$ cat src/sv/prrtp_pkg.sv
// Shared types and constants of the pinned round-robin task picker.
package prrtp_pkg;

   localparam int TABLE_SLOTS_DEF = 64;

   localparam int CMD_W   = 2;
   localparam int SLOT_W  = 6;
   localparam int CORE_W  = 4;
   localparam int PTR_W   = 64;
   localparam int TOTAL_W = 7;
   localparam int TICK_W  = 32;

   localparam int CSR_ADDR_W = 3;
   localparam int CSR_DATA_W = 32;
   localparam int CSR_IDX_W  = CSR_ADDR_W - 2;

   localparam logic [CSR_IDX_W-1:0] CSR_CORE_ID = CSR_IDX_W'(0);

   localparam logic [CMD_W-1:0] CMD_WRITE = 2'd0;
   localparam logic [CMD_W-1:0] CMD_COUNT = 2'd1;
   localparam logic [CMD_W-1:0] CMD_TICK  = 2'd2;

   typedef enum logic [1:0] {
      ST_IDLE,
      ST_MOD,
      ST_SCAN,
      ST_DONE
   } state_type;

   typedef struct packed {
      logic [CMD_W-1:0]   cmd;
      logic [SLOT_W-1:0]  slot;
      logic               runnable;
      logic [CORE_W-1:0]  owner_core;
      logic [PTR_W-1:0]   pointer_value;
      logic [TOTAL_W-1:0] slot_total;
   } req_type;

   typedef struct packed {
      logic [PTR_W-1:0]  next_stack;
      logic              task_chosen;
      logic [SLOT_W-1:0] chosen_slot;
      logic [TICK_W-1:0] tick_total;
   } rsp_type;

endpackage

$ cat src/sv/prrtp_ram.sv
// Generic single-write, single-read RAM with registered read data.
module prrtp_ram #(
   parameter int WIDTH = 8,
   parameter int DEPTH = 64
) (
   input  logic                     clock,
   input  logic                     wr_en,
   input  logic [$clog2(DEPTH)-1:0] wr_addr,
   input  logic [WIDTH-1:0]         wr_data,
   input  logic [$clog2(DEPTH)-1:0] rd_addr,
   output logic [WIDTH-1:0]         rd_data
);

   logic [WIDTH-1:0] mem_ff [DEPTH];
   logic [WIDTH-1:0] rd_data_ff;

   always_ff @(posedge clock) begin
      if (wr_en) begin
         mem_ff[wr_addr] <= wr_data;
      end
      rd_data_ff <= mem_ff[rd_addr];
   end

   assign rd_data = rd_data_ff;

endmodule

$ cat src/sv/pinned_round_robin_task_picker.sv
// Pinned round-robin task picker: task table, tick handling and result register.
//
// Usage:
//  - req channel (req_valid / req_stall / req_data) carries commands: write a
//    table slot, set the number of slots in use, or a timer tick.
//  - rsp channel (rsp_valid / rsp_stall / rsp_data) returns one transfer per
//    tick: the stack to resume, whether a task was picked, its slot, tick count.
//  - APB-style port holds core_id at byte address 0, to be written only while idle (the block does not enforce it).
// Operation:
//  - slot write and slot count commands complete while idle, with no result.
//  - a tick is accepted, then a shift-subtract unit finds the scan start
//    (scan+1) mod count in CNT_W restoring steps, then the table slots are
//    read (pipelined through the table RAMs, one read per cycle) until a hit
//    or the last slot's registered RAM data is checked, then the result goes
//    into the output register once it is free; a count of zero skips the scan.
//  - req_stall is high from a tick's transfer until its result is loaded.
// Reset clears the runnable flags, count, current task, idle stack, scan
// position, tick count and core_id; no clearing pass is needed.
// While rsp_stall holds a result, the next tick finishes into a holding
// register and waits there, holding off slot and count commands until it leaves.
module pinned_round_robin_task_picker #(
   parameter int TABLE_SLOTS = prrtp_pkg::TABLE_SLOTS_DEF
) (
   input  logic                                clock,
   input  logic                                reset,
   // command channel
   input  logic                                req_valid,
   output logic                                req_stall,
   input  prrtp_pkg::req_type                  req_data,
   // result channel
   output logic                                rsp_valid,
   input  logic                                rsp_stall,
   output prrtp_pkg::rsp_type                  rsp_data,
   // configuration port
   input  logic                                psel,
   input  logic                                penable,
   input  logic                                pwrite,
   input  logic [prrtp_pkg::CSR_ADDR_W-1:0]    paddr,
   input  logic [prrtp_pkg::CSR_DATA_W-1:0]    pwdata,
   output logic [prrtp_pkg::CSR_DATA_W-1:0]    prdata,
   output logic                                pready
);

   // Slot index width and slot count width (count may equal TABLE_SLOTS).
   localparam int IDX_W  = $clog2(TABLE_SLOTS);
   localparam int CNT_W  = $clog2(TABLE_SLOTS + 1);
   localparam int STEP_W = $clog2(CNT_W);
   localparam int DIV_W  = 2 * CNT_W;

   // ---------------------------------------------------------------- state
   prrtp_pkg::state_type state_ff, state_in;

   logic [TABLE_SLOTS-1:0]        runnable_ff, runnable_in;
   logic [CNT_W-1:0]              cnt_ff, cnt_in;
   logic                          cur_vld_ff, cur_vld_in;
   logic [IDX_W-1:0]              cur_slot_ff, cur_slot_in;
   logic [prrtp_pkg::PTR_W-1:0]   idle_stack_ff, idle_stack_in;
   logic [IDX_W-1:0]              scan_ff, scan_in;
   logic [prrtp_pkg::TICK_W-1:0]  tick_ff, tick_in;
   logic [prrtp_pkg::CORE_W-1:0]  core_id_ff, core_id_in;
   logic                          rsp_valid_ff, rsp_valid_in;
   logic                          chk_vld_ff, chk_vld_in;

   // Working registers of a tick (no reset needed).
   logic [CNT_W-1:0]              rem_ff, rem_in;
   logic [STEP_W-1:0]             step_ff, step_in;
   logic [IDX_W-1:0]              idx_ff, idx_in;
   logic [CNT_W-1:0]              issue_cnt_ff, issue_cnt_in;
   logic [IDX_W-1:0]              chk_idx_ff, chk_idx_in;
   logic                          chk_last_ff, chk_last_in;
   prrtp_pkg::rsp_type            res_ff, res_in;
   prrtp_pkg::rsp_type            rsp_data_ff, rsp_data_in;

   // ---------------------------------------------------------------- table RAMs
   logic                          ram_we;
   logic                          owner_we;
   logic [IDX_W-1:0]              ram_waddr;
   logic [prrtp_pkg::CORE_W-1:0]  owner_rd;
   logic [prrtp_pkg::PTR_W-1:0]   stack_rd;

   prrtp_ram #(
      .WIDTH (prrtp_pkg::CORE_W),
      .DEPTH (TABLE_SLOTS)
   ) u_owner_ram (
      .clock   (clock),
      .wr_en   (owner_we),
      .wr_addr (ram_waddr),
      .wr_data (req_data.owner_core),
      .rd_addr (idx_ff),
      .rd_data (owner_rd)
   );

   // Stack RAM: written by slot writes and by the save on a tick.
   prrtp_ram #(
      .WIDTH (prrtp_pkg::PTR_W),
      .DEPTH (TABLE_SLOTS)
   ) u_stack_ram (
      .clock   (clock),
      .wr_en   (ram_we),
      .wr_addr (ram_waddr),
      .wr_data (req_data.pointer_value),
      .rd_addr (idx_ff),
      .rd_data (stack_rd)
   );

   // ---------------------------------------------------------------- handshake
   logic req_fire;
   logic rsp_free;
   logic csr_wr;
   logic csr_hit;

   assign req_stall = (state_ff != prrtp_pkg::ST_IDLE);
   assign req_fire  = req_valid && !req_stall;
   assign rsp_free  = !rsp_valid_ff || !rsp_stall;

   assign pready  = 1'b1;
   assign csr_hit = (paddr[prrtp_pkg::CSR_ADDR_W-1:2] == prrtp_pkg::CSR_CORE_ID);
   assign csr_wr  = psel && penable && pwrite && pready && csr_hit;
   assign prdata  = csr_hit ? prrtp_pkg::CSR_DATA_W'(core_id_ff) : '0;

   // ---------------------------------------------------------------- scan checks
   // Remainder unit: one restoring step per cycle on the shifted count.
   logic [DIV_W-1:0] div_shifted;
   logic             div_ge;
   logic [CNT_W-1:0] rem_step;

   assign div_shifted = DIV_W'(cnt_ff) << step_ff;
   assign div_ge      = (DIV_W'(rem_ff) >= div_shifted);
   assign rem_step    = div_ge ? (rem_ff - CNT_W'(div_shifted)) : rem_ff;

   // RAM data belongs to chk_idx_ff, read in the cycle before.
   logic hit;
   logic scan_miss;
   logic issue;

   assign hit = chk_vld_ff && runnable_ff[chk_idx_ff]
             && (owner_rd == core_id_ff) && (stack_rd != '0);
   assign scan_miss = chk_vld_ff && chk_last_ff && !hit;
   assign issue     = (issue_cnt_ff != cnt_ff);

   // ---------------------------------------------------------------- next state
   always_comb begin
      state_in = state_ff;
      unique case (state_ff)
         prrtp_pkg::ST_IDLE: begin
            if (req_fire && (req_data.cmd == prrtp_pkg::CMD_TICK)) begin
               state_in = prrtp_pkg::ST_MOD;
            end
         end
         prrtp_pkg::ST_MOD: begin
            if (cnt_ff == '0) begin
               state_in = prrtp_pkg::ST_DONE;
            end else if (step_ff == '0) begin
               state_in = prrtp_pkg::ST_SCAN;
            end
         end
         prrtp_pkg::ST_SCAN: begin
            if (hit || scan_miss) begin
               state_in = prrtp_pkg::ST_DONE;
            end
         end
         prrtp_pkg::ST_DONE: begin
            if (rsp_free) begin
               state_in = prrtp_pkg::ST_IDLE;
            end
         end
         default: state_in = prrtp_pkg::ST_IDLE;
      endcase
   end

   // ---------------------------------------------------------------- datapath
   always_comb begin
      runnable_in   = runnable_ff;
      cnt_in        = cnt_ff;
      cur_vld_in    = cur_vld_ff;
      cur_slot_in   = cur_slot_ff;
      idle_stack_in = idle_stack_ff;
      scan_in       = scan_ff;
      tick_in       = tick_ff;
      core_id_in    = core_id_ff;
      rsp_valid_in  = rsp_valid_ff;
      chk_vld_in    = chk_vld_ff;
      rem_in        = rem_ff;
      step_in       = step_ff;
      idx_in        = idx_ff;
      issue_cnt_in  = issue_cnt_ff;
      chk_idx_in    = chk_idx_ff;
      chk_last_in   = chk_last_ff;
      res_in        = res_ff;
      rsp_data_in   = rsp_data_ff;
      ram_we        = 1'b0;
      owner_we      = 1'b0;
      ram_waddr     = cur_slot_ff;

      if (csr_wr) begin
         core_id_in = pwdata[prrtp_pkg::CORE_W-1:0];
      end

      // a waiting result leaves on its transfer
      if (rsp_valid_ff && !rsp_stall) begin
         rsp_valid_in = 1'b0;
      end

      unique case (state_ff)
         prrtp_pkg::ST_IDLE: begin
            if (req_fire) begin
               unique case (req_data.cmd)
                  prrtp_pkg::CMD_WRITE: begin
                     // writes beyond the table are dropped
                     if (32'(req_data.slot) < TABLE_SLOTS) begin
                        ram_we      = 1'b1;
                        owner_we    = 1'b1;
                        ram_waddr   = IDX_W'(req_data.slot);
                        runnable_in[IDX_W'(req_data.slot)] = req_data.runnable;
                     end
                  end
                  prrtp_pkg::CMD_COUNT: begin
                     if (32'(req_data.slot_total) > TABLE_SLOTS) begin
                        cnt_in = CNT_W'(TABLE_SLOTS);
                     end else begin
                        cnt_in = CNT_W'(req_data.slot_total);
                     end
                  end
                  prrtp_pkg::CMD_TICK: begin
                     tick_in = tick_ff + prrtp_pkg::TICK_W'(1);
                     // save the interrupted stack
                     if (cur_vld_ff) begin
                        ram_we = 1'b1;
                     end else begin
                        idle_stack_in = req_data.pointer_value;
                     end
                     rem_in  = CNT_W'(scan_ff) + CNT_W'(1);
                     step_in = STEP_W'(CNT_W - 1);
                  end
                  default: ;
               endcase
            end
         end

         prrtp_pkg::ST_MOD: begin
            if (cnt_ff == '0) begin
               cur_vld_in         = 1'b0;
               res_in.next_stack  = idle_stack_ff;
               res_in.task_chosen = 1'b0;
               res_in.chosen_slot = '0;
               res_in.tick_total  = tick_ff;
            end else begin
               rem_in  = rem_step;
               step_in = step_ff - STEP_W'(1);
               if (step_ff == '0) begin
                  idx_in       = IDX_W'(rem_step);
                  issue_cnt_in = '0;
                  chk_vld_in   = 1'b0;
               end
            end
         end

         prrtp_pkg::ST_SCAN: begin
            if (hit) begin
               scan_in            = chk_idx_ff;
               cur_vld_in         = 1'b1;
               cur_slot_in        = chk_idx_ff;
               chk_vld_in         = 1'b0;
               res_in.next_stack  = stack_rd;
               res_in.task_chosen = 1'b1;
               res_in.chosen_slot = prrtp_pkg::SLOT_W'(chk_idx_ff);
               res_in.tick_total  = tick_ff;
            end else if (scan_miss) begin
               cur_vld_in         = 1'b0;
               chk_vld_in         = 1'b0;
               res_in.next_stack  = idle_stack_ff;
               res_in.task_chosen = 1'b0;
               res_in.chosen_slot = '0;
               res_in.tick_total  = tick_ff;
            end else begin
               // one table read per cycle, wrapping at the slot count
               chk_vld_in  = issue;
               chk_idx_in  = idx_ff;
               chk_last_in = (issue_cnt_ff == (cnt_ff - CNT_W'(1)));
               if (issue) begin
                  issue_cnt_in = issue_cnt_ff + CNT_W'(1);
                  if ((CNT_W'(idx_ff) + CNT_W'(1)) == cnt_ff) begin
                     idx_in = '0;
                  end else begin
                     idx_in = idx_ff + IDX_W'(1);
                  end
               end
            end
         end

         prrtp_pkg::ST_DONE: begin
            if (rsp_free) begin
               rsp_valid_in = 1'b1;
               rsp_data_in  = res_ff;
            end
         end

         default: ;
      endcase
   end

   // ---------------------------------------------------------------- registers
   always_ff @(posedge clock) begin
      if (reset) begin
         state_ff      <= prrtp_pkg::ST_IDLE;
         runnable_ff   <= '0;
         cnt_ff        <= '0;
         cur_vld_ff    <= 1'b0;
         cur_slot_ff   <= '0;
         idle_stack_ff <= '0;
         scan_ff       <= '0;
         tick_ff       <= '0;
         core_id_ff    <= '0;
         rsp_valid_ff  <= 1'b0;
         chk_vld_ff    <= 1'b0;
      end else begin
         state_ff      <= state_in;
         runnable_ff   <= runnable_in;
         cnt_ff        <= cnt_in;
         cur_vld_ff    <= cur_vld_in;
         cur_slot_ff   <= cur_slot_in;
         idle_stack_ff <= idle_stack_in;
         scan_ff       <= scan_in;
         tick_ff       <= tick_in;
         core_id_ff    <= core_id_in;
         rsp_valid_ff  <= rsp_valid_in;
         chk_vld_ff    <= chk_vld_in;
      end
   end

   always_ff @(posedge clock) begin
      rem_ff       <= rem_in;
      step_ff      <= step_in;
      idx_ff       <= idx_in;
      issue_cnt_ff <= issue_cnt_in;
      chk_idx_ff   <= chk_idx_in;
      chk_last_ff  <= chk_last_in;
      res_ff       <= res_in;
      rsp_data_ff  <= rsp_data_in;
   end

   assign rsp_valid = rsp_valid_ff;
   assign rsp_data  = rsp_data_ff;

endmodule

$ cat config.mk
export PLATFORM = sky130hd
export DESIGN_NAME = pinned_round_robin_task_picker
export DESIGN_NICKNAME = d
export VERILOG_FILES = /design/src/sv/prrtp_pkg.sv /design/src/sv/prrtp_ram.sv /design/src/sv/pinned_round_robin_task_picker.sv
export SDC_FILE = /design/constraint.sdc
export NUM_CORES = 2
export LEC_CHECK = 0
export BUFFER_PORTS_ARGS = -buffer_cell sky130_fd_sc_hd__clkbuf_2
export CAP_MARGIN = 10
export CORE_AREA = 2 2 636 638
export CTS_BUF_LIST = sky130_fd_sc_hd__clkbuf_8
export DETAILED_ROUTE_END_ITERATION = 16
export DIE_AREA = 0 0 638 640
export GPL_TIMING_DRIVEN = 0
export PLACE_DENSITY_LB_ADDON = 0.1
export REMOVE_ABC_BUFFERS = 1
export SLEW_MARGIN = 5
export SYNTH_ARGS = -nofsm -noshare
export SYNTH_HDL_FRONTEND = slang
export SYNTH_HIERARCHICAL = 1
export SYNTH_MEMORY_MAX_BITS = 65536
export SYNTH_SLANG_ARGS = --single-unit
$ cat constraint.sdc
create_clock -name clock -period 19.1 [get_ports clock]
set_input_delay 2.865 -clock clock [delete_from_list [all_inputs] [get_ports clock]]
set_output_delay 2.865 -clock clock [all_outputs]
set_load 0.05 [all_outputs]
; Word-level counts from Yosys, hierarchy flattened
; Memories as Yosys holds them, arrays and structs flattened. A register that Yosys moved wholly into a read port is not among the register bits.
; Cells that the tools add are included.
[totals]
regBits = 418
ram_bits = 4352
in_bits = 126
out_inout_bits = 138
wordCells = 172
n_memories = 2
[op_classes]
n_addsub = 8
order_cmp = 5
n_eq_ne = 23
n_shift = 1
mux = 65
bitwise = 4
n_reduce_logical = 39
[memory_table]
columns = memory, depth, word_bits, rd, rd_clocked_by_memory_dff, write_ports, line_no
row1 = u_stack_ram.mem_ff, 64, 64, 1, 1, 1, prrtp_ram.sv:14  ; logic [WIDTH-1:0] mem_ff [DEPTH];
row2 = u_owner_ram.mem_ff, 64, 4, 1, 1, 1, prrtp_ram.sv:14
[op_table]
columns = operator, count
row1 = 103-bit two-way mux, 3
row2 = 103-bit one-hot mux with 2 select lines, 1
row3 = 7-bit two-way mux, 10
row4 = 64-bit bitwise mux, 1
row5 = 64-bit nonzero test, 1
row6 = 6-bit two-way mux, 9
row7 = "32-bit by 1-bit adder with 32-bit output, second input constant", 1
row8 = 7-bit one-hot mux with 2 select lines, 2
row9 = "2-bit inequality test, second input constant", 12
row10 = 1-bit two-way mux, 22
row11 = 3-bit AND reduction, 6
row12 = "6-bit by 1-bit adder with 7-bit output, second input constant", 2
row13 = 7-bit equality test, 2
row14 = 7-bit by 14-bit >= comparator with 1-bit output, 1
row15 = "6-bit by 7-bit less-than comparator with 1-bit output, second input constant", 2
row16 = 7-bit by 3-bit << shifter with 14-bit output, 1
row17 = 1-bit logical AND, 12
row18 = 6-bit one-hot mux with 2 select lines, 1
row19 = 4-bit AND reduction, 3
row20 = 2-bit two-way mux, 5
row21 = 3-bit two-way mux, 3
row22 = 2-bit one-hot mux with 4 select lines, 1
row23 = "7-bit by 1-bit adder with 7-bit output, second input constant", 1
row24 = "7-bit greater-than comparator, second input constant", 1
row25 = other kinds (25), 42

; Longest topological paths before layout
[logic_depth]
ltp_word = 10
mapped_depth = 15
depth_no_buf = 13

; By module
; The synthesis kept the hierarchy.
[by_module_without_submodules]
columns = mod, instances, cells_per_inst, area_per_inst_um2, seq_area_each_um2
row1 = prrtp_ram (u_stack_ram), 1, 6598, 156348.7, 124279.2
row2 = pinned_round_robin_task_picker, 1, 1538, 17538.1, 10730.3
row3 = prrtp_ram (u_owner_ram), 1, 527, 10380.0, 7767.4

; Least setup slack after synthesis
; No wires, ideal clock.
[synth_path]
path_type = input port to flip-flop
from = input port rsp_stall
to = register rsp_data_ff (netlist bit rsp_data[0]) (enable)
setup_time_ps = 722
t_arrival_ps = 10293
t_required_ps = 18378
path_slack_ps = 8085
path_stages = 1
n_path_buf = 0
cell_sequence = a21boi_0
[synth_between]
elab_chain_len = 3
[synth_lines]
columns = element, line_no
row1 = start: declaration, pinned_round_robin_task_picker.sv:32  ; input logic rsp_stall,
row2 = 1-bit logical NOT, pinned_round_robin_task_picker.sv:114  ; assign rsp_free = !rsp_valid_ff || !rsp_stall;
row3 = 1-bit logical OR, pinned_round_robin_task_picker.sv:114
row4 = 2-bit AND reduction (no line), n/a
row5 = end signal: assignment, pinned_round_robin_task_picker.sv:339  ; rsp_data_ff <= rsp_data_in;
row6 = end: declaration, pinned_round_robin_task_picker.sv:72  ; prrtp_pkg::rsp_type rsp_data_ff, rsp_data_in;
; No other way between the ends.
; A chain may end at the register's enable or synchronous reset.

; Worst setup path after layout
[layout_path]
from = input port req_valid
to = memory u_stack_ram/mem_ff[63][50] in the netlist's numbering (enable)
[layout_between]
elab_cells_between_ends = 7
classes_between = mux: 6 / reduce/logical: 1
[layout_rtl]
columns = element, line_no
row1 = start: declaration, pinned_round_robin_task_picker.sv:27  ; input logic req_valid,
row2 = 1-bit logical AND, pinned_round_robin_task_picker.sv:113  ; assign req_fire = req_valid && !req_stall;
row3 = 6-bit two-way mux, pinned_round_robin_task_picker.sv:206  ; if (req_fire) begin
row4 = 6-bit two-way mux, pinned_round_robin_task_picker.sv:204  ; unique case (state_ff)
row5 = via ram_waddr[0], pinned_round_robin_task_picker.sv:77  ; logic [IDX_W-1:0] ram_waddr;
row6 = end: declaration, prrtp_ram.sv:14
; The timed path passes the listed nets, and every way through them passes these cells.

==> impl_metrics.tcl <==
set metrics [dict create \
    criticalPathCategory "input pin to register" \
    rr_worst_depth 11 \
    critPathLaunchType "input pin" \
    cts_resized 0 \
    wl_per_cell_um 33.2 \
    skew_ns 0.0524 \
    drt_iter0_markers 10900 \
    area_growth_pct 18.2 \
    cts_root_buf "clkbuf_8" \
    cts_buffer_depth 4 \
    avgSynthCellArea_um2 21.3 \
    whs_path_depth 0 \
    start_util 0.459 \
    path_cells "clkbuf_2 > nand2_1 > nor3_2 > nand2_1 > o21ai_1 > nand4_1 > nor2_4 > buf_12 > buf_12 > buf_12" \
    ios 264 \
    syn_inst 8663 \
    dp_hpwl_um 350000 \
    synthFlopType "edfxtp_1" \
    setup.worst_path.start "req_valid" \
    syn_area_um2 184000 \
    finalSetupViolations 0 \
    vias_per_cell 6.06 \
    hold_class "register to register" \
    final_hold_viol_count 0 \
    outcome "complete, no violations" \
    grt_remaining_overflow 0 \
    cts_setup_buffers 0 \
    gp_congestion 0.733 \
    grt_pass1_wl_um 728000 \
    top_layer "met4" \
    worst_path_largest_cell_delay_ns 1.02 \
    placed_area_um2 203000 \
    required_ns 20.03 \
    crit_top_cell "buf_12" \
    synth.yosys.warnings 6 \
    critPathArrivalTime_ns 7.82 \
    htreeDepth 6 \
    maxSlewViolCount 0 \
    clk_latency_ns 1.28 \
    async_flop_share 0 \
    ir_drop_mv 0.0680 \
    grt_setup_unrepaired "no" \
    grt_start_max_net_pins 115 \
    antenna_found_initial 32 \
    fin_crit_sh 0.360 \
    synth-edff-count 4588 \
    fillCellCount 30600 \
    stdcell_area_um2 218000 \
    wl_um 521000 \
    period_needed_ns 6.89 \
    timing.rr.end "u_stack_ram/mem_ff[63][50]" \
    r2r_start "state_ff[0]" \
    critPathCapture "u_stack_ram/mem_ff[63][50]" \
    p_per_area_nw_per_um2 123 \
    fmax_mhz 145 \
    die_h_um 640 \
    rrSetupSlack_ns 13.22 \
    synth-seq-area-share 0.775 \
    nets 9897 \
    cts_tree "done" \
    wl_met2_um 251000 \
    cts.sinks 4838 \
    finalPower_uw 26700 \
    die_x_um 638 \
    end_kind "register" \
    power.leakage_uw 0.0708 \
    rows 233 \
    tightestPinTransition_ns 1.25 \
    path_max_fanout 15 \
    crit_family "simple AND/OR/NAND/NOR gates" \
    drive_gt1_frac 0.296 \
    numCtsBuffers 778 \
    drc 0 \
    clk_pin_slew_ns 0.06 \
    slowest_stage "nor2_4" \
    relSlewSlack 0.160 \
    met1Wirelength_um 215000 \
    holdBufCountCts 0 \
    dieArea_um2 408000 \
    cp.depth 10 \
    setup_tns_ns 0 \
    route.vias.total 95200 \
    maxCapViolations 0 \
    path_buf_inv 4 \
    io_buffers 204 \
    grt_pass1_vias 96000 \
    dr.pass1.iters 8 \
    final_antenna_net_count 0 \
    synthDistinctLibCells 73 \
    grt_usage 0.253 \
    ys_ff_latch 4838 \
    core-area_um2 401000 \
    wl_met3_um 38400 \
]
## worst min path at each step
stage,slack (ns),startpoint,to
6_report,0.39,res_ff[101],rsp_data[101]
5_1_grt,0.39,res_ff[101],rsp_data[101]
3_3_place_gp,0.40,res_ff[40],rsp_data[40]
3_5_place_dp,0.40,res_ff[12],rsp_data[12]
2_1_floorplan,0.40,res_ff[0],rsp_data[0]
4_1_cts,0.39,res_ff[101],rsp_data[101]
## layout make-up
cell class                      count  area, um2  share of cell area
Tap cell                         5287       6620              0.0304
Multi-Input combinational cell   3299      39500               0.181
Sequential cell                  4838     143000               0.655
Inverter                           35        131            0.000603
Timing Repair Buffer              800      14400              0.0663
Clock inverter                    582       2780              0.0127
Antenna cell                        9       22.5            0.000103
Clock buffer                      845      11600              0.0534
## cell families (layout without fill, tap and decap cells)
logic type / Yosys count / after routing / share of synthesized area
muxes: 1360 / 1360 / 0.150
xor gates and xnor gates: 68 / 68 / 0.00323
and+or+nand+nor: 1045 / 1045 / 0.0268
adders and majority gates: 19 / 19 / 0.00133
AOI/OAI and AO/OA: 778 / 778 / 0.0293
other: 2 / 38 / 0.0000408
DFF: 4838 / 4838 / 0.775
buffers and inverters: 553 / 2262 / 0.0150
## cells in the mapped netlist, drive strengths merged, types with 23 or more instances
cell type  count  area (um2)
a211oi        68         510
a21oi        155         776
a22o          88         771
a22oi        174        1310
a41oi         27         236
and3          78         488
buf          294        1730
clkbuf       224         901
dfxtp        250        5000
edfxtp      4588      138000
inv           35         131
mux2          81         916
mux2i        179        1790
mux4        1100       24800
nand2        328        1230
nand2b        23         144
nand3        115         576
nand4         25         156
nor2         278        1050
nor2b         49         307
o21ai         59         295
o221ai        39         342
o22ai        103         644
or2           31         194
or3           38         238
xnor2         26         228
xor2          42         368
## metal layers
metal,track usage,vias up
met3,0.0401,963
met4,0.0753,0
met1,0.357,51400
met5,0,-
met2,0.410,4279
li1,-,38500
## where the power goes
part | switching, uW | internal, uW
Combinational | 3230 | 3040
Clock | 4090 | 4190
Sequential | 301 | 11900
Total | 7620 | 19100
## placed cells by master (no fill, tap or decap), drive strengths merged, types with 11 or more instances in the layout
cell type  netlist  layout
conb             2      29
clkbuf         224    1042
nor4            20      20
a2bb2oi         19      19
edfxtp        4588    4588
nand2          328     328
a22oi          174     174
dfxtp          250     250
mux2i          179     179
o21ai           59      59
o22ai          103     103
inv             35     341
xor2            42      42
nor2           278     278
nor2b           49      49
buf            294     603
nand2b          23      23
and3            78      78
nand3          115     115
ha              18      18
a21oi          155     155
xnor2           26      26
a31oi           19      19
or3             38      38
a41oi           27      27
nand4           25      25
mux2            81      81
a211oi          68      68
a22o            88      88
o221ai          39      39
nor3            11      11
clkinv           0     250
clkinvlp         0      17
or2             31      31
and2            16      16
mux4          1100    1100
## worst register-to-register path, cell delays in order, from the launching register on
cell and delay [ns]:
dfxtp_1 0.34, inv_1 0.11, ha_1 0.22, nand2_1 0.14, nor3_2 0.92, nand2_1 0.47, o21ai_1 0.55, nand4_1 0.94
nor2_4 1.02, buf_12 0.29, buf_12 0.25, buf_12 0.25
## sequential cells by signal, indices dropped and copies added, names as in the netlist, 6 cells and up
name	cells
idx_ff	6
issue_cnt_ff	7
res_ff	103
u_stack_ram/mem_ff	4096
runnable_ff	64
cnt_ff	7
idle_stack_ff	64
u_owner_ram/mem_ff	256
rsp_data	103
u_stack_ram/rd_data	64
scan_ff	6
tick_ff	32
chk_idx_ff	6
rem_ff	7
## through the flow
step | cells | util | setup slack [ns] | hold WS, ns
2_1_floorplan | 8172 | - | -30.72 | 0.400
6_report | 15700 | 0.543 | 12.22 | 0.391
3_3_place_gp | 13700 | 0.472 | -82.09 | 0.401
5_1_grt | 15700 | 0.543 | 12.23 | 0.394
4_1_cts | 15700 | 0.542 | 12.51 | 0.392
3_5_place_dp | 14200 | 0.506 | 11.13 | 0.405
(Power assumes the default switching activity.)
